==> src/design/sfg_pkg.sv <==
`default_nettype none
package sfg_pkg;

  // field widths
  localparam int unsigned DIST_W     = 16;
  localparam int unsigned ERR_W      = 16;
  localparam int unsigned GAIN_W     = 14;

  // membership arithmetic
  localparam int unsigned TERMS       = 3;
  localparam int unsigned SETS        = 2;
  localparam int unsigned XD_W        = 23;
  localparam int unsigned DIST_SCALE  = 100;
  localparam int unsigned NUM_W       = 22;
  localparam int unsigned RECIP_W     = 27;
  localparam int unsigned RECIP_SHIFT = 28;
  localparam int unsigned PROD_W      = NUM_W + RECIP_W;
  localparam int unsigned MU_W        = 17;
  localparam logic [MU_W-1:0] MU_ONE  = MU_W'(65536);

  // rule evaluation and weighted mean
  localparam int unsigned RULE_SLOTS = 16;
  localparam int unsigned S10_W      = 5;
  localparam int unsigned WS_W       = MU_W + S10_W;
  localparam int unsigned SUMW_W     = 21;
  localparam int unsigned SUMWS_W    = 25;
  localparam int unsigned S10_SCALE  = 10;
  localparam int unsigned GAIN_SHIFT = 13;
  localparam int unsigned DIV_NUM_W  = 39;
  localparam int unsigned DIV_DEN_W  = 26;
  localparam int unsigned DIV_STAGES = GAIN_W;

  // queue between front and back
  localparam int unsigned FIFO_DEPTH = 4;
  localparam int unsigned FIFO_PTR_W = $clog2(FIFO_DEPTH);
  localparam int unsigned FIFO_CNT_W = $clog2(FIFO_DEPTH + 1);

  typedef enum logic [1:0] {
    RULE_UNUSED = 2'd0,
    RULE_DIST   = 2'd1,
    RULE_BOTH   = 2'd2
  } rule_kind_e;

  typedef struct packed {
    rule_kind_e        kind;
    logic [1:0]        dterm;
    logic [1:0]        eterm;
    logic [S10_W-1:0]  s10;
  } rule_t;

  // one membership term after classification
  typedef struct packed {
    logic               zero;
    logic               one;
    logic [NUM_W-1:0]   num;
    logic [RECIP_W-1:0] recip;
  } term_t;

  typedef struct packed {
    logic                  cmd;
    term_t [TERMS-1:0]     dist_term;
    term_t [TERMS-1:0]     err;
  } item_t;

  // distance breakpoints in units of 1/409600 m (set 0 gate, set 1 docking)
  localparam logic [XD_W-1:0] DIST_BP [SETS][TERMS][4] = '{
    '{ '{XD_W'(0 * 4096),  XD_W'(0 * 4096),  XD_W'(20 * 4096),  XD_W'(40 * 4096)},
       '{XD_W'(30 * 4096), XD_W'(50 * 4096), XD_W'(70 * 4096),  XD_W'(80 * 4096)},
       '{XD_W'(70 * 4096), XD_W'(80 * 4096), XD_W'(100 * 4096), XD_W'(100 * 4096)} },
    '{ '{XD_W'(5 * 4096),  XD_W'(8 * 4096),  XD_W'(12 * 4096),  XD_W'(15 * 4096)},
       '{XD_W'(13 * 4096), XD_W'(18 * 4096), XD_W'(25 * 4096),  XD_W'(35 * 4096)},
       '{XD_W'(30 * 4096), XD_W'(40 * 4096), XD_W'(100 * 4096), XD_W'(100 * 4096)} }
  };

  // error breakpoints in 1/32 pixel units
  localparam logic signed [ERR_W-1:0] ERR_BP [SETS][TERMS][4] = '{
    '{ '{ERR_W'(0 * 32),   ERR_W'(0 * 32),   ERR_W'(20 * 32),  ERR_W'(40 * 32)},
       '{ERR_W'(30 * 32),  ERR_W'(60 * 32),  ERR_W'(100 * 32), ERR_W'(130 * 32)},
       '{ERR_W'(110 * 32), ERR_W'(150 * 32), ERR_W'(320 * 32), ERR_W'(320 * 32)} },
    '{ '{ERR_W'(0 * 32),   ERR_W'(0 * 32),   ERR_W'(15 * 32),  ERR_W'(30 * 32)},
       '{ERR_W'(25 * 32),  ERR_W'(50 * 32),  ERR_W'(80 * 32),  ERR_W'(100 * 32)},
       '{ERR_W'(90 * 32),  ERR_W'(120 * 32), ERR_W'(320 * 32), ERR_W'(320 * 32)} }
  };

  // ceil(2^28 / span) per slope; span in hundredths of a metre or pixels,
  // flat shoulders carry a dummy span of one
  localparam logic [RECIP_W-1:0] DIST_RISE_M [SETS][TERMS] = '{
    '{RECIP_W'((2**28 + 1 - 1) / 1),  RECIP_W'((2**28 + 20 - 1) / 20),
      RECIP_W'((2**28 + 10 - 1) / 10)},
    '{RECIP_W'((2**28 + 3 - 1) / 3),  RECIP_W'((2**28 + 5 - 1) / 5),
      RECIP_W'((2**28 + 10 - 1) / 10)}
  };
  localparam logic [RECIP_W-1:0] DIST_FALL_M [SETS][TERMS] = '{
    '{RECIP_W'((2**28 + 20 - 1) / 20), RECIP_W'((2**28 + 10 - 1) / 10),
      RECIP_W'((2**28 + 1 - 1) / 1)},
    '{RECIP_W'((2**28 + 3 - 1) / 3),   RECIP_W'((2**28 + 10 - 1) / 10),
      RECIP_W'((2**28 + 1 - 1) / 1)}
  };
  localparam logic [RECIP_W-1:0] ERR_RISE_M [SETS][TERMS] = '{
    '{RECIP_W'((2**28 + 1 - 1) / 1),  RECIP_W'((2**28 + 30 - 1) / 30),
      RECIP_W'((2**28 + 40 - 1) / 40)},
    '{RECIP_W'((2**28 + 1 - 1) / 1),  RECIP_W'((2**28 + 25 - 1) / 25),
      RECIP_W'((2**28 + 30 - 1) / 30)}
  };
  localparam logic [RECIP_W-1:0] ERR_FALL_M [SETS][TERMS] = '{
    '{RECIP_W'((2**28 + 20 - 1) / 20), RECIP_W'((2**28 + 30 - 1) / 30),
      RECIP_W'((2**28 + 1 - 1) / 1)},
    '{RECIP_W'((2**28 + 15 - 1) / 15), RECIP_W'((2**28 + 20 - 1) / 20),
      RECIP_W'((2**28 + 1 - 1) / 1)}
  };

  // rule tables, singletons in tenths
  localparam rule_t RULES [SETS][RULE_SLOTS] = '{
    '{ '{RULE_BOTH, 2'd0, 2'd0, 5'd10}, '{RULE_BOTH, 2'd0, 2'd1, 5'd19},
       '{RULE_BOTH, 2'd0, 2'd2, 5'd25}, '{RULE_BOTH, 2'd1, 2'd0, 5'd10},
       '{RULE_BOTH, 2'd1, 2'd1, 5'd19}, '{RULE_BOTH, 2'd1, 2'd2, 5'd25},
       '{RULE_BOTH, 2'd2, 2'd0, 5'd19}, '{RULE_BOTH, 2'd2, 2'd1, 5'd25},
       '{RULE_BOTH, 2'd2, 2'd2, 5'd25}, '{RULE_UNUSED, 2'd0, 2'd0, 5'd0},
       '{RULE_UNUSED, 2'd0, 2'd0, 5'd0}, '{RULE_UNUSED, 2'd0, 2'd0, 5'd0},
       '{RULE_UNUSED, 2'd0, 2'd0, 5'd0}, '{RULE_UNUSED, 2'd0, 2'd0, 5'd0},
       '{RULE_UNUSED, 2'd0, 2'd0, 5'd0}, '{RULE_UNUSED, 2'd0, 2'd0, 5'd0} },
    '{ '{RULE_DIST, 2'd0, 2'd0, 5'd5},  '{RULE_BOTH, 2'd1, 2'd0, 5'd5},
       '{RULE_BOTH, 2'd1, 2'd1, 5'd12}, '{RULE_BOTH, 2'd1, 2'd2, 5'd19},
       '{RULE_BOTH, 2'd2, 2'd0, 5'd12}, '{RULE_BOTH, 2'd2, 2'd1, 5'd19},
       '{RULE_BOTH, 2'd2, 2'd2, 5'd19}, '{RULE_UNUSED, 2'd0, 2'd0, 5'd0},
       '{RULE_UNUSED, 2'd0, 2'd0, 5'd0}, '{RULE_UNUSED, 2'd0, 2'd0, 5'd0},
       '{RULE_UNUSED, 2'd0, 2'd0, 5'd0}, '{RULE_UNUSED, 2'd0, 2'd0, 5'd0},
       '{RULE_UNUSED, 2'd0, 2'd0, 5'd0}, '{RULE_UNUSED, 2'd0, 2'd0, 5'd0},
       '{RULE_UNUSED, 2'd0, 2'd0, 5'd0}, '{RULE_UNUSED, 2'd0, 2'd0, 5'd0} }
  };

endpackage
`default_nettype wire

==> src/design/sfg_front.sv <==
`default_nettype none
module sfg_front import sfg_pkg::*; (
  input  wire logic                    clk_i,
  input  wire logic                    rst_ni,
  input  wire logic                    push_i,
  output logic                         full_o,
  input  wire logic                    command_i,
  input  wire logic [DIST_W-1:0]       distance_i,
  input  wire logic signed [ERR_W-1:0] pixel_error_i,
  input  wire logic                    fifo_full_i,
  output logic                         item_valid_o,
  output item_t                        item_o
);

  logic  valid_q;
  item_t item_q;
  item_t item_d;

  // classify each trapezoid: outside, rising slope, plateau, falling slope
  always_comb begin
    logic [XD_W-1:0]         xd;
    logic [XD_W-1:0]         doff;
    logic signed [ERR_W-1:0] eoff;
    xd     = XD_W'(distance_i) * XD_W'(DIST_SCALE);
    doff   = '0;
    eoff   = '0;
    item_d = '0;
    item_d.cmd = command_i;
    for (int t = 0; t < TERMS; t++) begin
      if (xd < DIST_BP[command_i][t][0] || xd > DIST_BP[command_i][t][3]) begin
        item_d.dist_term[t].zero = 1'b1;
      end else if (xd < DIST_BP[command_i][t][1]) begin
        doff = xd - DIST_BP[command_i][t][0];
        item_d.dist_term[t].num   = NUM_W'({doff[16:0], 4'b0000});
        item_d.dist_term[t].recip = DIST_RISE_M[command_i][t];
      end else if (xd <= DIST_BP[command_i][t][2]) begin
        item_d.dist_term[t].one = 1'b1;
      end else begin
        doff = DIST_BP[command_i][t][3] - xd;
        item_d.dist_term[t].num   = NUM_W'({doff[16:0], 4'b0000});
        item_d.dist_term[t].recip = DIST_FALL_M[command_i][t];
      end

      if (pixel_error_i < ERR_BP[command_i][t][0] ||
          pixel_error_i > ERR_BP[command_i][t][3]) begin
        item_d.err[t].zero = 1'b1;
      end else if (pixel_error_i < ERR_BP[command_i][t][1]) begin
        eoff = pixel_error_i - ERR_BP[command_i][t][0];
        item_d.err[t].num   = NUM_W'({eoff[10:0], 11'b0});
        item_d.err[t].recip = ERR_RISE_M[command_i][t];
      end else if (pixel_error_i <= ERR_BP[command_i][t][2]) begin
        item_d.err[t].one = 1'b1;
      end else begin
        eoff = ERR_BP[command_i][t][3] - pixel_error_i;
        item_d.err[t].num   = NUM_W'({eoff[10:0], 11'b0});
        item_d.err[t].recip = ERR_FALL_M[command_i][t];
      end
    end
  end

  assign full_o       = valid_q & fifo_full_i;
  assign item_valid_o = valid_q;
  assign item_o       = item_q;

  // input stage register
  always_ff @(posedge clk_i or negedge rst_ni) begin
    if (!rst_ni) begin
      valid_q <= 1'b0;
    end else if (!full_o) begin
      valid_q <= push_i;
    end
  end

  always_ff @(posedge clk_i) begin
    if (!full_o) begin
      item_q <= item_d;
    end
  end

endmodule
`default_nettype wire

==> config.mk <==
export PLATFORM = sky130hd
export DESIGN_NAME = sfg_front
export DESIGN_NICKNAME = d
export VERILOG_FILES = /design/src/design/sfg_pkg.sv /design/src/design/sfg_front.sv
export SDC_FILE = /design/constraint.sdc
export NUM_CORES = 1
export LEC_CHECK = 0
export CAP_MARGIN = 20
export CORE_MARGIN = 2
export CORE_UTILIZATION = 40
export CTS_CLUSTER_SIZE = 8
export DETAILED_ROUTE_END_ITERATION = 7
export DONT_BUFFER_PORTS = 1
export MAX_ROUTING_LAYER = met4
export SETUP_SLACK_MARGIN = 0.1
export SYNTH_ARGS = -nofsm -noshare
export SYNTH_HDL_FRONTEND = slang
export SYNTH_SLANG_ARGS = --single-unit
==> constraint.sdc <==
create_clock -name clk_i -period 3.8 [get_ports clk_i]
set_clock_uncertainty 0.1 [all_clocks]
set_input_delay 0.57 -clock clk_i [delete_from_list [all_inputs] [get_ports clk_i]]
set_output_delay 0.57 -clock clk_i [all_outputs]
set_load 0.05 [all_outputs]
==> results.json, run 1 <==
{
  "status": "stopped before the end",
  "lastStage": "5_2_route",
  "error": "[ERROR DRT-0255] Maze Route cannot find path of net item_o[16] in worker of routeBox ( 144900 96600 ) ( 159780 144900 ).",
  "synth-seq-area-share_pct": 34.6,
  "ys_ff_latch": 112,
  "synth_area_leaders": "edfxtp_1, buf_4, ha_1, nor2_1, a21oi_1",
  "dp_hpwl_mm": 19.1,
  "gp_congestion": 0.949,
  "num_io_pins": 346,
  "clockBufferDepth": 2,
  "fp.dieW_um": 160,
  "synth_top_area_share_pct": 34.3,
  "synth.cell_area_sq_um": 9710,
  "initial_utilization_pct": 40.3,
  "ys_types": 72,
  "synth_most_common_cell": "buf_4",
  "antenna_found_initial": 0,
  "synth.top_cells.by_count": "buf_4, nor2_1, edfxtp_1",
  "worst-ep-kind": "sequential cell input",
  "portBuffers": 0,
  "grt_pass1_vias": 7428,
  "cts-root-buf": "clkbuf_16",
  "grt.overflow.total": 0,
  "numCtsBuffers": 9,
  "clock_sinks": 112,
  "syn_inst": 1048,
  "async_reset_ff_share_pct": 0.893,
  "fp.dieH_um": 160,
  "rows": 57,
  "grt_max_degree": 77,
  "synth_warnings": 0,
  "place_area_sq_um": 10900,
  "grt_repair_worst_endpoint": "item_o[239]$_SDFFCE_PP0N_/D",
  "globalRouteTotalUtil_pct": 20.1,
  "synth_ff_type": "edfxtp_1",
  "synth-edff-count": 111,
  "syn_area_per_cell_sq_um": 9.26,
  "grt_pass1_wl_mm": 40.2,
  "synth_top_area_cell": "edfxtp_1",
  "h-tree-depth": 3
}
==> through the flow <==
step	hold slack [ps]	std cells	worst slack, ps	TNS [ps]	utilization, %
after floorplan	174	1144	-1400	-60150	-
after global placement	174	1439	-1610	-72900	45.3
after detailed placement	174	1439	-1590	-71980	45.3
after CTS	192	1484	-846	-37110	50.4
after global routing	191	1501	-1010	-49760	53.0
==> layer usage <==
metal  global-route usage (%)
met3                     2.52
met5                        -
met4                     6.59
met1                     25.4
met2                     33.7
==> what timing repair did <==
| action | CTS | global route |
|---|---|---|
| hold endpoints to repair | 1 | 0 |
| pin swaps | 45 | 53 |
| hold buffers | 1 | 0 |
| setup endpoints to repair | 61 | 61 |
| setup buffers | 26 | 19 |
| cloned | 2 | 1 |
| gates resized for setup | 146 | 119 |
==> cell families after synthesis <==
| logic type | count (synthesis) | synth area share [%] |
|---|---|---|
| xor gates and xnor gates | 31 | 2.87 |
| adders and majority gates | 109 | 15.2 |
| DFF | 112 | 34.6 |
| buffers and inverters | 308 | 19.6 |
| other | 1 | 0.0386 |
| AOI/OAI and AO/OA | 207 | 14.3 |
| and+or+nand+nor | 280 | 13.4 |
==> inputs of run 2 (changes only) <==
--- a/config.mk
+++ b/config.mk
@@ -7,12 +7,10 @@
 export LEC_CHECK = 0
 export CAP_MARGIN = 20
 export CORE_MARGIN = 2
-export CORE_UTILIZATION = 40
-export CTS_CLUSTER_SIZE = 8
+export CORE_UTILIZATION = 25
 export DETAILED_ROUTE_END_ITERATION = 7
 export DONT_BUFFER_PORTS = 1
-export MAX_ROUTING_LAYER = met4
-export SETUP_SLACK_MARGIN = 0.1
+export PLACE_DENSITY_LB_ADDON = 0.15
 export SYNTH_ARGS = -nofsm -noshare
 export SYNTH_HDL_FRONTEND = slang
 export SYNTH_SLANG_ARGS = --single-unit
==> run 2 against run 1 <==
The flow now finishes, with violations (negative setup slack); synthesized cell count stayed put; global-route usage decreased by 5.0 points; synthesized area unchanged.
==> results.json, run 2 <==
{
  "period_share_pct": 123,
  "wirelength_mm": 31.1,
  "p_leak_nw": 5.49,
  "setup_viol": 61,
  "finalHoldViolations": 0,
  "max_slew_margin_pct": 28.4,
  "cp_data_arrival_time_ps": 4700,
  "grt_pass1_wl_mm": 46.8,
  "multi_input_area_sq_um": 5960,
  "ys_ff_latch": 112,
  "power_density_nw_per_um2": 676,
  "path_buf_inv": 5,
  "synth_most_common_cell": "buf_4",
  "largest_reg_flops": 111,
  "clkTransAtPathRegs_ps": 90,
  "syn_area_per_cell_sq_um": 9.26,
  "cts_tree": "built",
  "syn_inst": 1048,
  "fp.dieW_um": 201,
  "gp_congestion": 0.861,
  "first_pass_iters": 4,
  "clk_latency_ps": 370,
  "synth_top_area_share_pct": 34.3,
  "finalCriticalPeriod_ps": 4670,
  "path_cells": "ha_4 -> ha_4 -> inv_2 -> fa_1 -> inv_2 -> ha_4 -> buf_6 -> a21oi_4 -> o211ai_1 -> a211o_4 -> ha_4 -> o21bai_4 -> a21oi_2 -> nor2_2 -> a2111oi_4 -> a41oi_2 -> o22a_1 -> a21oi_2 -> nor2_1 -> buf_4 -> buf_6 -> a221oi_2 -> a21oi_2",
  "portBuffers": 0,
  "num_antenna_cells": 0,
  "synth_ff_type": "edfxtp_1",
  "grt.overflow.total": 0,
  "violations": "negative setup slack",
  "rows": 72,
  "synth-seq-area-share_pct": 34.6,
  "antenna_found_initial": 1,
  "synth_warnings": 0,
  "ant_nets": 0,
  "place_area_sq_um": 11200,
  "cp.required_ps": 3830,
  "cp_slowest_cell": "fa_1",
  "syn_to_final_growth_pct": 33.6,
  "die-area_sq_um": 40400,
  "fp.dieH_um": 201,
  "status": "complete, but fails checks",
  "cts-root-buf": "clkbuf_16",
  "synth_area_leaders": "edfxtp_1, buf_4, ha_1, nor2_1, a21oi_1",
  "vias": 7498,
  "ys_types": 72,
  "core_sq_um": 38500,
  "dp_hpwl_mm": 23.8,
  "timing.final.ws_setup_ps": -871,
  "hold_class": "input pin to register",
  "numCtsBuffers": 9,
  "drive_gt1_share_pct": 37.5,
  "num_io_pins": 346,
  "synth-edff-count": 111,
  "layout.nets": 1323,
  "globalRouteTotalUtil_pct": 15.2,
  "post-route-drc-count": 0,
  "nFillCells": 3982,
  "worstSetupStartpointType": "input pin",
  "slowest_delay_ps": 510,
  "cpMostUsedCell": "ha_4",
  "grt_pass1_vias": 7579,
  "fmax_ghz": 0.214,
  "end_kind": "register",
  "h-tree-depth": 3,
  "layout_common_cells": "buf_4, edfxtp_1, nor2_1, conb_1, inv_1",
  "synth.top_cells.by_count": "buf_4, nor2_1, edfxtp_1",
  "clockBufferDepth": 2,
  "clock_sinks": 112,
  "async_reset_ff_share_pct": 0.893,
  "wl_per_cell_um": 18.3,
  "finalNonFillerCells": 1700,
  "cp_top_family": "compound AO/OA/AOI/OAI gates",
  "regArea_sq_um": 3360,
  "mostFrequentLayoutCell": "buf_4",
  "tightest_slew_ps": 1070,
  "synth_top_area_cell": "edfxtp_1",
  "synth.cell_area_sq_um": 9710,
  "maxCapViolCount": 0,
  "slew_violations": 0,
  "dp.cells": 1637,
  "irDropWorstVdd_mv": 0.264,
  "grt_max_degree": 81,
  "rsz0062_at_grt": "yes",
  "crit_type": "input pin to register",
  "via_per_inst": 4.41,
  "final_area_sq_um": 13000,
  "dr.first_iter.drc_count": 344,
  "path_max_fanout": 4,
  "initial_utilization_pct": 25.2
}
## run 2: cell counts after synthesis
Identical to the previous run, type by type.
## run 2: metal layers
layer | wire (um) | share of wire [%] | track usage [%] | up-vias
li1 | - | - | - | 3620
met1 | 12700 | 41 | 18.0 | 3614
met2 | 15700 | 51 | 26.9 | 239
met3 | 2120 | 6.8 | 4.27 | 23
met4 | 510 | 1.6 | 3.62 | 2
met5 | 12 | 0.039 | 0 | -
## run 2: worst paths after layout
check | slack (ps) | endpoint | cells past startpoint | startpoint
setup reg to reg | 1820 | item_o[50] | 2 | item_valid_o
min in group asynchronous | 300 | item_valid_o | 1 | rst_ni
hold / removal | 200 | item_valid_o | 1 | push_i
setup / recovery | -870 | item_o[249] | 23 | distance_i[5]
max in group asynchronous | 3200 | item_valid_o | 1 | rst_ni
hold reg to reg | 1050 | item_valid_o | 2 | item_valid_o
## run 2: repair_timing
| item | in CTS | in global routing |
|---|---|---|
| setup buffers | 35 | 13 |
| gates cloned | 3 | 0 |
| endpoints found under the setup margin | 61 | 61 |
| gates resized for setup | 188 | 65 |
| hold endpoints to repair | 1 | 0 |
| hold buffers | 1 | 0 |
| pin swaps | 65 | 62 |
## run 2: cell families after synthesis
kind of cell	count (synthesis)	synth area share (%)
other	1	0.0386
adder cells (fa/ha/maj)	109	15.2
AO/OA/AOI/OAI	207	14.3
AND/OR/NAND/NOR	280	13.4
XOR/XNOR	31	2.87
flip-flops	112	34.6
buffers and inverters	308	19.6
## run 2: cell type report
class / instances / share of cell area [%]
timing repair buffer: 249 / 18.3
inverter: 81 / 2.45
sequential: 112 / 25.9
multi-input combinational: 724 / 45.9
clock inverter: 7 / 0.675
clock buffer: 9 / 1.74
tap: 518 / 5.00
## run 2: metrics by stage
step	total power [W]	hold slack [ps]	setup TNS [ps]	setup slack [ps]	utilization (%)
after floorplan	0.00510	174	-60150	-1400	-
after global placement	0.00653	174	-81930	-1870	29.0
after detailed placement	0.00650	174	-80950	-1840	29.0
after CTS	0.00853	186	-40060	-852	32.9
after global routing	0.00927	182	-50150	-1050	33.7
final	0.00877	204	-40180	-871	33.7
## run 2: power by group
group	internal, W	switching, W
combinational	0.00243	0.00314
sequential	0.00156	0.000583
clock	0.000528	0.000533
total	0.00452	0.00426
(Power assumes the default switching activity.)
