$ cat config.mk
export PLATFORM = sky130hd
export DESIGN_NAME = sfg_fifo
export DESIGN_NICKNAME = d
export VERILOG_FILES = /design/src/design/sfg_pkg.sv /design/src/design/sfg_fifo.sv
export SDC_FILE = /design/constraint.sdc
export NUM_CORES = 1
export LEC_CHECK = 0
export BUFFER_PORTS_ARGS = -buffer_cell sky130_fd_sc_hd__buf_2
export CORE_ASPECT_RATIO = 1.4
export CORE_MARGIN = 3
export CORE_UTILIZATION = 35
export CTS_CLUSTER_DIAMETER = 200
export DETAILED_ROUTE_END_ITERATION = 7
export GPL_TIMING_DRIVEN = 0
export PLACE_DENSITY_LB_ADDON = 0.08
export SKIP_LAST_GASP = 1
export SYNTH_ARGS = -nofsm -noshare
export SYNTH_HDL_FRONTEND = slang
export SYNTH_SLANG_ARGS = --single-unit
$ cat constraint.sdc
create_clock -name clk_i -period 15.5 [get_ports clk_i]
set_clock_uncertainty 0.15 [all_clocks]
set_input_delay 3.1 -clock clk_i [delete_from_list [all_inputs] [get_ports clk_i]]
set_output_delay 3.1 -clock clk_i [all_outputs]
set_load 0.05 [all_outputs]
$ cat src/design/sfg_pkg.sv
`default_nettype none
package sfg_pkg;

  // field widths
  localparam int unsigned DIST_W     = 16;
  localparam int unsigned ERR_W      = 16;
  localparam int unsigned GAIN_W     = 14;

  // membership arithmetic
  localparam int unsigned TERMS       = 3;
  localparam int unsigned SETS        = 2;
  localparam int unsigned XD_W        = 23;
  localparam int unsigned DIST_SCALE  = 100;
  localparam int unsigned NUM_W       = 22;
  localparam int unsigned RECIP_W     = 27;
  localparam int unsigned RECIP_SHIFT = 28;
  localparam int unsigned PROD_W      = NUM_W + RECIP_W;
  localparam int unsigned MU_W        = 17;
  localparam logic [MU_W-1:0] MU_ONE  = MU_W'(65536);

  // rule evaluation and weighted mean
  localparam int unsigned RULE_SLOTS = 16;
  localparam int unsigned S10_W      = 5;
  localparam int unsigned WS_W       = MU_W + S10_W;
  localparam int unsigned SUMW_W     = 21;
  localparam int unsigned SUMWS_W    = 25;
  localparam int unsigned S10_SCALE  = 10;
  localparam int unsigned GAIN_SHIFT = 13;
  localparam int unsigned DIV_NUM_W  = 39;
  localparam int unsigned DIV_DEN_W  = 26;
  localparam int unsigned DIV_STAGES = GAIN_W;

  // queue between front and back
  localparam int unsigned FIFO_DEPTH = 4;
  localparam int unsigned FIFO_PTR_W = $clog2(FIFO_DEPTH);
  localparam int unsigned FIFO_CNT_W = $clog2(FIFO_DEPTH + 1);

  typedef enum logic [1:0] {
    RULE_UNUSED = 2'd0,
    RULE_DIST   = 2'd1,
    RULE_BOTH   = 2'd2
  } rule_kind_e;

  typedef struct packed {
    rule_kind_e        kind;
    logic [1:0]        dterm;
    logic [1:0]        eterm;
    logic [S10_W-1:0]  s10;
  } rule_t;

  // one membership term after classification
  typedef struct packed {
    logic               zero;
    logic               one;
    logic [NUM_W-1:0]   num;
    logic [RECIP_W-1:0] recip;
  } term_t;

  typedef struct packed {
    logic                  cmd;
    term_t [TERMS-1:0]     dist_term;
    term_t [TERMS-1:0]     err;
  } item_t;

  // distance breakpoints in units of 1/409600 m (set 0 gate, set 1 docking)
  localparam logic [XD_W-1:0] DIST_BP [SETS][TERMS][4] = '{
    '{ '{XD_W'(0 * 4096),  XD_W'(0 * 4096),  XD_W'(20 * 4096),  XD_W'(40 * 4096)},
       '{XD_W'(30 * 4096), XD_W'(50 * 4096), XD_W'(70 * 4096),  XD_W'(80 * 4096)},
       '{XD_W'(70 * 4096), XD_W'(80 * 4096), XD_W'(100 * 4096), XD_W'(100 * 4096)} },
    '{ '{XD_W'(5 * 4096),  XD_W'(8 * 4096),  XD_W'(12 * 4096),  XD_W'(15 * 4096)},
       '{XD_W'(13 * 4096), XD_W'(18 * 4096), XD_W'(25 * 4096),  XD_W'(35 * 4096)},
       '{XD_W'(30 * 4096), XD_W'(40 * 4096), XD_W'(100 * 4096), XD_W'(100 * 4096)} }
  };

  // error breakpoints in 1/32 pixel units
  localparam logic signed [ERR_W-1:0] ERR_BP [SETS][TERMS][4] = '{
    '{ '{ERR_W'(0 * 32),   ERR_W'(0 * 32),   ERR_W'(20 * 32),  ERR_W'(40 * 32)},
       '{ERR_W'(30 * 32),  ERR_W'(60 * 32),  ERR_W'(100 * 32), ERR_W'(130 * 32)},
       '{ERR_W'(110 * 32), ERR_W'(150 * 32), ERR_W'(320 * 32), ERR_W'(320 * 32)} },
    '{ '{ERR_W'(0 * 32),   ERR_W'(0 * 32),   ERR_W'(15 * 32),  ERR_W'(30 * 32)},
       '{ERR_W'(25 * 32),  ERR_W'(50 * 32),  ERR_W'(80 * 32),  ERR_W'(100 * 32)},
       '{ERR_W'(90 * 32),  ERR_W'(120 * 32), ERR_W'(320 * 32), ERR_W'(320 * 32)} }
  };

  // ceil(2^28 / span) per slope; span in hundredths of a metre or pixels,
  // flat shoulders carry a dummy span of one
  localparam logic [RECIP_W-1:0] DIST_RISE_M [SETS][TERMS] = '{
    '{RECIP_W'((2**28 + 1 - 1) / 1),  RECIP_W'((2**28 + 20 - 1) / 20),
      RECIP_W'((2**28 + 10 - 1) / 10)},
    '{RECIP_W'((2**28 + 3 - 1) / 3),  RECIP_W'((2**28 + 5 - 1) / 5),
      RECIP_W'((2**28 + 10 - 1) / 10)}
  };
  localparam logic [RECIP_W-1:0] DIST_FALL_M [SETS][TERMS] = '{
    '{RECIP_W'((2**28 + 20 - 1) / 20), RECIP_W'((2**28 + 10 - 1) / 10),
      RECIP_W'((2**28 + 1 - 1) / 1)},
    '{RECIP_W'((2**28 + 3 - 1) / 3),   RECIP_W'((2**28 + 10 - 1) / 10),
      RECIP_W'((2**28 + 1 - 1) / 1)}
  };
  localparam logic [RECIP_W-1:0] ERR_RISE_M [SETS][TERMS] = '{
    '{RECIP_W'((2**28 + 1 - 1) / 1),  RECIP_W'((2**28 + 30 - 1) / 30),
      RECIP_W'((2**28 + 40 - 1) / 40)},
    '{RECIP_W'((2**28 + 1 - 1) / 1),  RECIP_W'((2**28 + 25 - 1) / 25),
      RECIP_W'((2**28 + 30 - 1) / 30)}
  };
  localparam logic [RECIP_W-1:0] ERR_FALL_M [SETS][TERMS] = '{
    '{RECIP_W'((2**28 + 20 - 1) / 20), RECIP_W'((2**28 + 30 - 1) / 30),
      RECIP_W'((2**28 + 1 - 1) / 1)},
    '{RECIP_W'((2**28 + 15 - 1) / 15), RECIP_W'((2**28 + 20 - 1) / 20),
      RECIP_W'((2**28 + 1 - 1) / 1)}
  };

  // rule tables, singletons in tenths
  localparam rule_t RULES [SETS][RULE_SLOTS] = '{
    '{ '{RULE_BOTH, 2'd0, 2'd0, 5'd10}, '{RULE_BOTH, 2'd0, 2'd1, 5'd19},
       '{RULE_BOTH, 2'd0, 2'd2, 5'd25}, '{RULE_BOTH, 2'd1, 2'd0, 5'd10},
       '{RULE_BOTH, 2'd1, 2'd1, 5'd19}, '{RULE_BOTH, 2'd1, 2'd2, 5'd25},
       '{RULE_BOTH, 2'd2, 2'd0, 5'd19}, '{RULE_BOTH, 2'd2, 2'd1, 5'd25},
       '{RULE_BOTH, 2'd2, 2'd2, 5'd25}, '{RULE_UNUSED, 2'd0, 2'd0, 5'd0},
       '{RULE_UNUSED, 2'd0, 2'd0, 5'd0}, '{RULE_UNUSED, 2'd0, 2'd0, 5'd0},
       '{RULE_UNUSED, 2'd0, 2'd0, 5'd0}, '{RULE_UNUSED, 2'd0, 2'd0, 5'd0},
       '{RULE_UNUSED, 2'd0, 2'd0, 5'd0}, '{RULE_UNUSED, 2'd0, 2'd0, 5'd0} },
    '{ '{RULE_DIST, 2'd0, 2'd0, 5'd5},  '{RULE_BOTH, 2'd1, 2'd0, 5'd5},
       '{RULE_BOTH, 2'd1, 2'd1, 5'd12}, '{RULE_BOTH, 2'd1, 2'd2, 5'd19},
       '{RULE_BOTH, 2'd2, 2'd0, 5'd12}, '{RULE_BOTH, 2'd2, 2'd1, 5'd19},
       '{RULE_BOTH, 2'd2, 2'd2, 5'd19}, '{RULE_UNUSED, 2'd0, 2'd0, 5'd0},
       '{RULE_UNUSED, 2'd0, 2'd0, 5'd0}, '{RULE_UNUSED, 2'd0, 2'd0, 5'd0},
       '{RULE_UNUSED, 2'd0, 2'd0, 5'd0}, '{RULE_UNUSED, 2'd0, 2'd0, 5'd0},
       '{RULE_UNUSED, 2'd0, 2'd0, 5'd0}, '{RULE_UNUSED, 2'd0, 2'd0, 5'd0},
       '{RULE_UNUSED, 2'd0, 2'd0, 5'd0}, '{RULE_UNUSED, 2'd0, 2'd0, 5'd0} }
  };

endpackage
`default_nettype wire

$ cat src/design/sfg_fifo.sv
`default_nettype none
module sfg_fifo import sfg_pkg::*; (
  input  wire logic  clk_i,
  input  wire logic  rst_ni,
  input  wire logic  push_i,
  input  wire item_t item_i,
  output logic       full_o,
  input  wire logic  pop_i,
  output logic       empty_o,
  output item_t      item_o
);

  item_t                 mem_q [FIFO_DEPTH];
  logic [FIFO_PTR_W-1:0] wr_ptr_q;
  logic [FIFO_PTR_W-1:0] rd_ptr_q;
  logic [FIFO_CNT_W-1:0] count_q;
  logic                  do_push;
  logic                  do_pop;

  assign full_o  = (count_q == FIFO_CNT_W'(FIFO_DEPTH));
  assign empty_o = (count_q == '0);
  assign do_push = push_i & ~full_o;
  assign do_pop  = pop_i & ~empty_o;
  assign item_o  = mem_q[rd_ptr_q];

  // storage
  always_ff @(posedge clk_i) begin
    if (do_push) begin
      mem_q[wr_ptr_q] <= item_i;
    end
  end

  // pointers and fill level
  always_ff @(posedge clk_i or negedge rst_ni) begin
    if (!rst_ni) begin
      wr_ptr_q <= '0;
      rd_ptr_q <= '0;
      count_q  <= '0;
    end else begin
      if (do_push) begin
        wr_ptr_q <= wr_ptr_q + 1'b1;
      end
      if (do_pop) begin
        rd_ptr_q <= rd_ptr_q + 1'b1;
      end
      if (do_push && !do_pop) begin
        count_q <= count_q + 1'b1;
      end else if (do_pop && !do_push) begin
        count_q <= count_q - 1'b1;
      end
    end
  end

endmodule
`default_nettype wire

==> results of run 1 <==
-- metrics by stage --
stage / power (mW) / area (um2) / setup slack [ns] / utilization (%) / TNS (ns)
3_5_place_dp: 9.70 / 50500 / 9.47 / 40.0 / 0
4_1_cts: 12.5 / 54200 / 8.64 / 42.9 / 0
5_1_grt: 12.8 / 54200 / 8.64 / 42.9 / 0
6_report: 12.2 / 54200 / 8.92 / 43.0 / 0
2_1_floorplan: 8.41 / 44600 / 4.21 / - / 0
3_3_place_gp: 10.0 / 49800 / -2.97 / 39.4 / -3503.71
-- logic make-up after synthesis --
kind of cell,count (synthesis),synth area share (%)
mux,309,15.5
buf+inv,74,0.987
xor+xnor,6,0.118
fa+ha+maj,6,0.185
simple gates,10,0.129
flops,1235,83.0
-- flip-flops by register name (all words and copies together) (netlist names) --
register	cells
count_q	3
mem_q	1228
rd_ptr_q	2
wr_ptr_q	2
-- power by group through the flow --
stage	Clock [mW]	Combinational [mW]	Sequential [mW]
2_1_floorplan	0	3.62	4.79
3_5_place_dp	0	5.10	4.60
3_3_place_gp	0	4.97	5.06
4_1_cts	2.86	5.11	4.53
5_1_grt	2.98	5.24	4.57
6_report	2.75	4.96	4.52
-- worst max-delay path, cell delays in order (launching register included) --
cell and delay (ns):
dfrtp_1 0.34, buf_2 0.39, clkbuf_1 0.75, buf_2 0.49
mux4_2 0.37, buf_2 0.26
-- cell usage after synthesis, types with 2 or more instances --
| cell type | instances | share of area [%] |
|---|---|---|
| xnor2_1 | 4 | 0.079 |
| dfrtp_1 | 7 | 0.39 |
| xor2_1 | 2 | 0.039 |
| and2_1 | 4 | 0.056 |
| buf_4 | 29 | 0.49 |
| inv_1 | 4 | 0.034 |
| mux4_2 | 307 | 15 |
| edfxtp_1 | 1228 | 83 |
| buf_2 | 25 | 0.28 |
| ha_1 | 5 | 0.14 |
| buf_6 | 3 | 0.076 |
| clkbuf_1 | 13 | 0.11 |
| mux2_2 | 2 | 0.050 |
-- per-layer routing --
metal	share of wire (%)	GRT usage, %
met2	49	26.2
met4	3.4	6.20
met5	0.24	0
met1	37	18.7
met3	9.9	6.49
-- final cells by class --
type	count	area (um2)	area share, %
Multi-Input combinational cell	331	7140	13.2
Timing Repair Buffer	645	3800	7.01
Clock buffer	149	3130	5.78
Sequential cell	1235	37100	68.3
Clock inverter	67	539	0.995
Tap cell	1638	2050	3.78
Buffer	70	425	0.785
Antenna cell	28	70.1	0.129
Inverter	4	15.0	0.0277
-- final timing paths --
kind                                  start            end
worst max-delay path            rd_ptr_q[1]     item_o[84]
worst min-delay path             count_q[2]     count_q[2]
worst max register to register   count_q[2]  mem_q[1][211]
worst min register to register   count_q[2]     count_q[2]
max in group asynchronous            rst_ni     count_q[2]
min in group asynchronous            rst_ni     count_q[0]
==> flow_summary_export.csv, run 1 <==
group,metric,value,unit
run_status,status,"finished clean",
setup_path,path_max_fanout,10,
route,vias_per_cell,4.84,
synthesis,synth.distinct_cells,20,
setup_path,crit_arrival,3.33,ns
timing,clock.fmax,152,MHz
clock_network,cts_buffers,120,
route,drt_iter0_markers,1333,
global_route,overflow,0,
route,drt_wl_total,105000,um
route,route.detailed.drc,0,
timing,relSlewSlack,37.8,%
pwr,power.share.combinational,40.6,%
global_route,grt_pass1_wl,153000,um
clock_network,clk_pin_slew_worst_paths,0.06,ns
clock_network,post_cts_resized,0,
synthesis,synth.ff_latch_count,1235,
floorplan,die_h,428,um
min_path,min_path_cells,1,
pwr,clkPwrFrac,22.5,%
global_route,grt_usage,16.0,%
synthesis,synth_edf_count,1228,
floorplan,die_width,308,um
timing,setup_viol,0,
floorplan,core_area,126000,um2
timing,drv_slew,0,
synthesis,synth_top_flop_cell,"edfxtp_1",
pwr,intPower,7.38,mW
synthesis,yosys_warnings,0,
synthesis,synthesis.nets,1957,
setup_path,crit_type,"register to output port",
synthesis,async_flop_share,0.567,%
floorplan,die_area,132000,um2
finish,area_delta_synth_final,21.5,%
placed_design,port_buffers,619,
pwr,ir_worst_vdd,0.000134,V
timing,holdWs,0.349,ns
timing,finalHoldViolations,0,
setup_path,critical_path_required,12.25,ns
route,postRouteAntennaNets,0,
pwr,p_per_area,225,nW/um2
global_route,grt_pass1_vias,22000,
synthesis,yosysSeqAreaShare,83.0,%
floorplan,io_pins,620,
route,vias,20100,
flow_run,cap_violations,0,
timing,fin_crit_sh,42.5,%
finish,final_cell_mix,"edfxtp_1, buf_2, mux4_2",
clock_network,cts.path.max_buffers,3,
pwr,swShare,39.6,%
clock_network,post-cts-setup-buffer-count,0,
clock_network,cts_hold_buf,0,
pwr,p_leak,18.2,nW
clock_network,tritoncts,"yes",
finish,nFillCells,11000,
timing,min_period,6.58,ns
clock_network,cts_sinks,1235,
finish,layoutNonFillerInstCount,4167,
route,dr.pass1.iters,4,
setup_path,endpoint_kind,"output port",
synthesis,avgSynthCellArea,27.2,um2
global_route,grt_max_degree,53,
min_path,hold_path.class,"register to register",
setup_path,worstRegToRegCells,7,
finish,drive_gt1_share,46.7,%
clock_network,cts_root_buffer,"clkbuf_16",
clock_network,htreeDepth,3,
placed_design,place.detailed.hpwl,70100,um
floorplan,start_util,35.4,%
synthesis,netlist_area,44600,um2
timing,rsz0062_at_grt,"no",
clock_network,clk-insertion-delay-late,0.71,ns
setup_path,ff2ff_setup_slack,12.29,ns
placed_design,placedCellCount,3923,
route,routedWlPerCell,25.3,um
finish,final_common_cell,"edfxtp_1",
placed_design,gp_congestion,0.719,
pwr,power_frac_seq,37.0,%
floorplan,num_rows,154,
global_route,grt_antenna_before_repair,58,
setup_path,cp-start-kind,"register",
synthesis,syn-instance-count,1640,
pwr,p_switching,4.84,mW
timing,worstMarginPinSlew,0.933,ns
finish,fin_nets,2724,
Note: power is estimated with default switching activity, not from simulation.
==> run 2, diff against run 1 <==
==> constraint.sdc (replaced) <==
create_clock -name clk_i -period 6.6 [get_ports clk_i]
set_clock_uncertainty 0.15 [all_clocks]
set_input_delay 1.32 -clock clk_i [delete_from_list [all_inputs] [get_ports clk_i]]
set_output_delay 1.32 -clock clk_i [all_outputs]
set_load 0.05 [all_outputs]
==> flow_summary_export.csv, run 2 (synthesized netlist as in run 1, its figures left out) <==
group,metric,value,unit
placed_design,gp_congestion,0.715,
clock_network,clk-insertion-delay-late,0.74,ns
clock_network,tritoncts,"yes",
floorplan,die_h,428,um
finish,area_delta_synth_final,22.0,%
global_route,grt_antenna_before_repair,58,
finish,final_common_cell,"edfxtp_1",
floorplan,num_rows,154,
timing,min_period,4.80,ns
route,drt_wl_total,106000,um
setup_path,crit_arrival,3.33,ns
route,dr.pass1.iters,5,
timing,finalHoldViolations,0,
pwr,p_leak,18.3,nW
pwr,finalPower,29.0,mW
pwr,ir_worst_vdd,0.000374,V
setup_path,slowest_delay,0.74,ns
route,vias_per_cell,4.87,
timing,setup_viol,0,
global_route,overflow,0,
clock_network,cts.path.max_buffers,3,
finish,final_cell_mix,"edfxtp_1, buf_2, mux4_2",
placed_design,place_area,50500,um2
finish,drive_gt1_share,47.4,%
timing,drv_slew,0,
global_route,grt_max_degree,53,
timing,fin_crit_sh,72.8,%
timing,rsz0062_at_grt,"no",
setup_path,critical_path_required,5.13,ns
setup_path,crit_type,"register to output port",
clock_network,cts_root_buffer,"clkbuf_16",
clock_network,htreeDepth,3,
global_route,grt_pass1_vias,22300,
global_route,grt_usage,16.1,%
setup_path,path_max_fanout,10,
floorplan,die_area,132000,um2
finish,fin_area,54500,um2
flow_run,cap_violations,0,
floorplan,core_area,126000,um2
setup_path,endpoint_kind,"output port",
setup_path,slowest_stage,"clkbuf_1",
clock_network,post-cts-setup-buffer-count,0,
clock_network,clk_pin_slew_worst_paths,0.06,ns
setup_path,path_common_cell,"buf_2",
floorplan,io_pins,620,
timing,relSlewSlack,38.2,%
clock_network,cts_buffers,121,
run_status,status,"finished clean",
min_path,hold_path.class,"input port to async pin",
timing,worstMarginPinSlew,0.928,ns
pwr,p_per_area,533,nW/um2
clock_network,cts_sinks,1235,
route,route.detailed.drc,0,
route,postRouteAntennaNets,0,
floorplan,die_width,308,um
clock_network,post_cts_resized,0,
route,routedWlPerCell,25.5,um
timing,setup_ws,1.80,ns
finish,largest_registers,"mem_q (1228), count_q (3)",
route,vias,20300,
route,drt_iter0_markers,1370,
placed_design,port_buffers,619,
global_route,grt_pass1_wl,154000,um
placed_design,dp_slack,2.32,ns
finish,largest-register,"mem_q",
finish,largest_reg_flops,1228,
setup_path,path_cells,"buf_2, clkbuf_1, buf_2, mux4_2, buf_2",
setup_path,cp-start-kind,"register",
placed_design,place.detailed.hpwl,72200,um
timing,clock.fmax,208,MHz
clock_network,cts_hold_buf,0,
floorplan,start_util,35.4,%
finish,fin_nets,2727,
==> run 2: final timing paths <==
check | from | to | slack (ns) | depth (start not counted)
hold reg to reg | count_q[2] | count_q[2] | 0.35 | 1
max in group asynchronous | rst_ni | wr_ptr_q[0] | 5.88 | 1
min in group clk_i | count_q[2] | count_q[2] | 0.35 | 1
setup reg to reg | count_q[2] | mem_q[1][235] | 3.32 | 7
setup / recovery | rd_ptr_q[1] | item_o[77] | 1.80 | 5
hold / removal | rst_ni | count_q[1] | 0.25 | 1
==> run 2: layout make-up <==
cell class              count  area, um2
diodes                     27       67.6
plain buffers              70        425
clock buffers             142       3150
clock inverters            80        719
fillers                 10900      71800
inverters                   4       15.0
multi-input cells         331       7140
flip-flops and latches   1235      37100
well taps                1638       2050
repair buffers            647       3840
==> run 2: metal layers <==
layer  track usage, %  vias up  part of all wire [%]
met4             5.56       28                   2.7
met2             26.8      630                    50
met3             6.41      181                   9.6
met5                0        -                  0.17
li1                 -     8757                     -
met1             19.0    10700                    37
==> run 2: power breakdown <==
group          internal (mW)  switching (mW)  total, mW
sequential              10.3           0.280       10.6
combinational           3.34            8.32       11.7
clock                   3.89            2.86       6.75
total                   17.6            11.5       29.0
==> run 2: worst max-delay path: cells and delay by family, from the launching register on <==
| family | cells | cell delay [ns] |
|---|---|---|
| buffers and inverters | 4 | 1.85 |
| DFF | 1 | 0.34 |
| muxes | 1 | 0.38 |
==> run 2: metrics by stage <==
step	setup TNS [ns]	hold WS (ns)	std cells	util (%)
finish	0	0.248	4174	43.1
detailed placement	0	0.339	3925	40.0
floorplan	0	0.297	1640	-
global route	0	0.216	4152	43.1
global placement	-3969.68	0.322	3897	39.4
CTS	0	0.168	4147	43.1
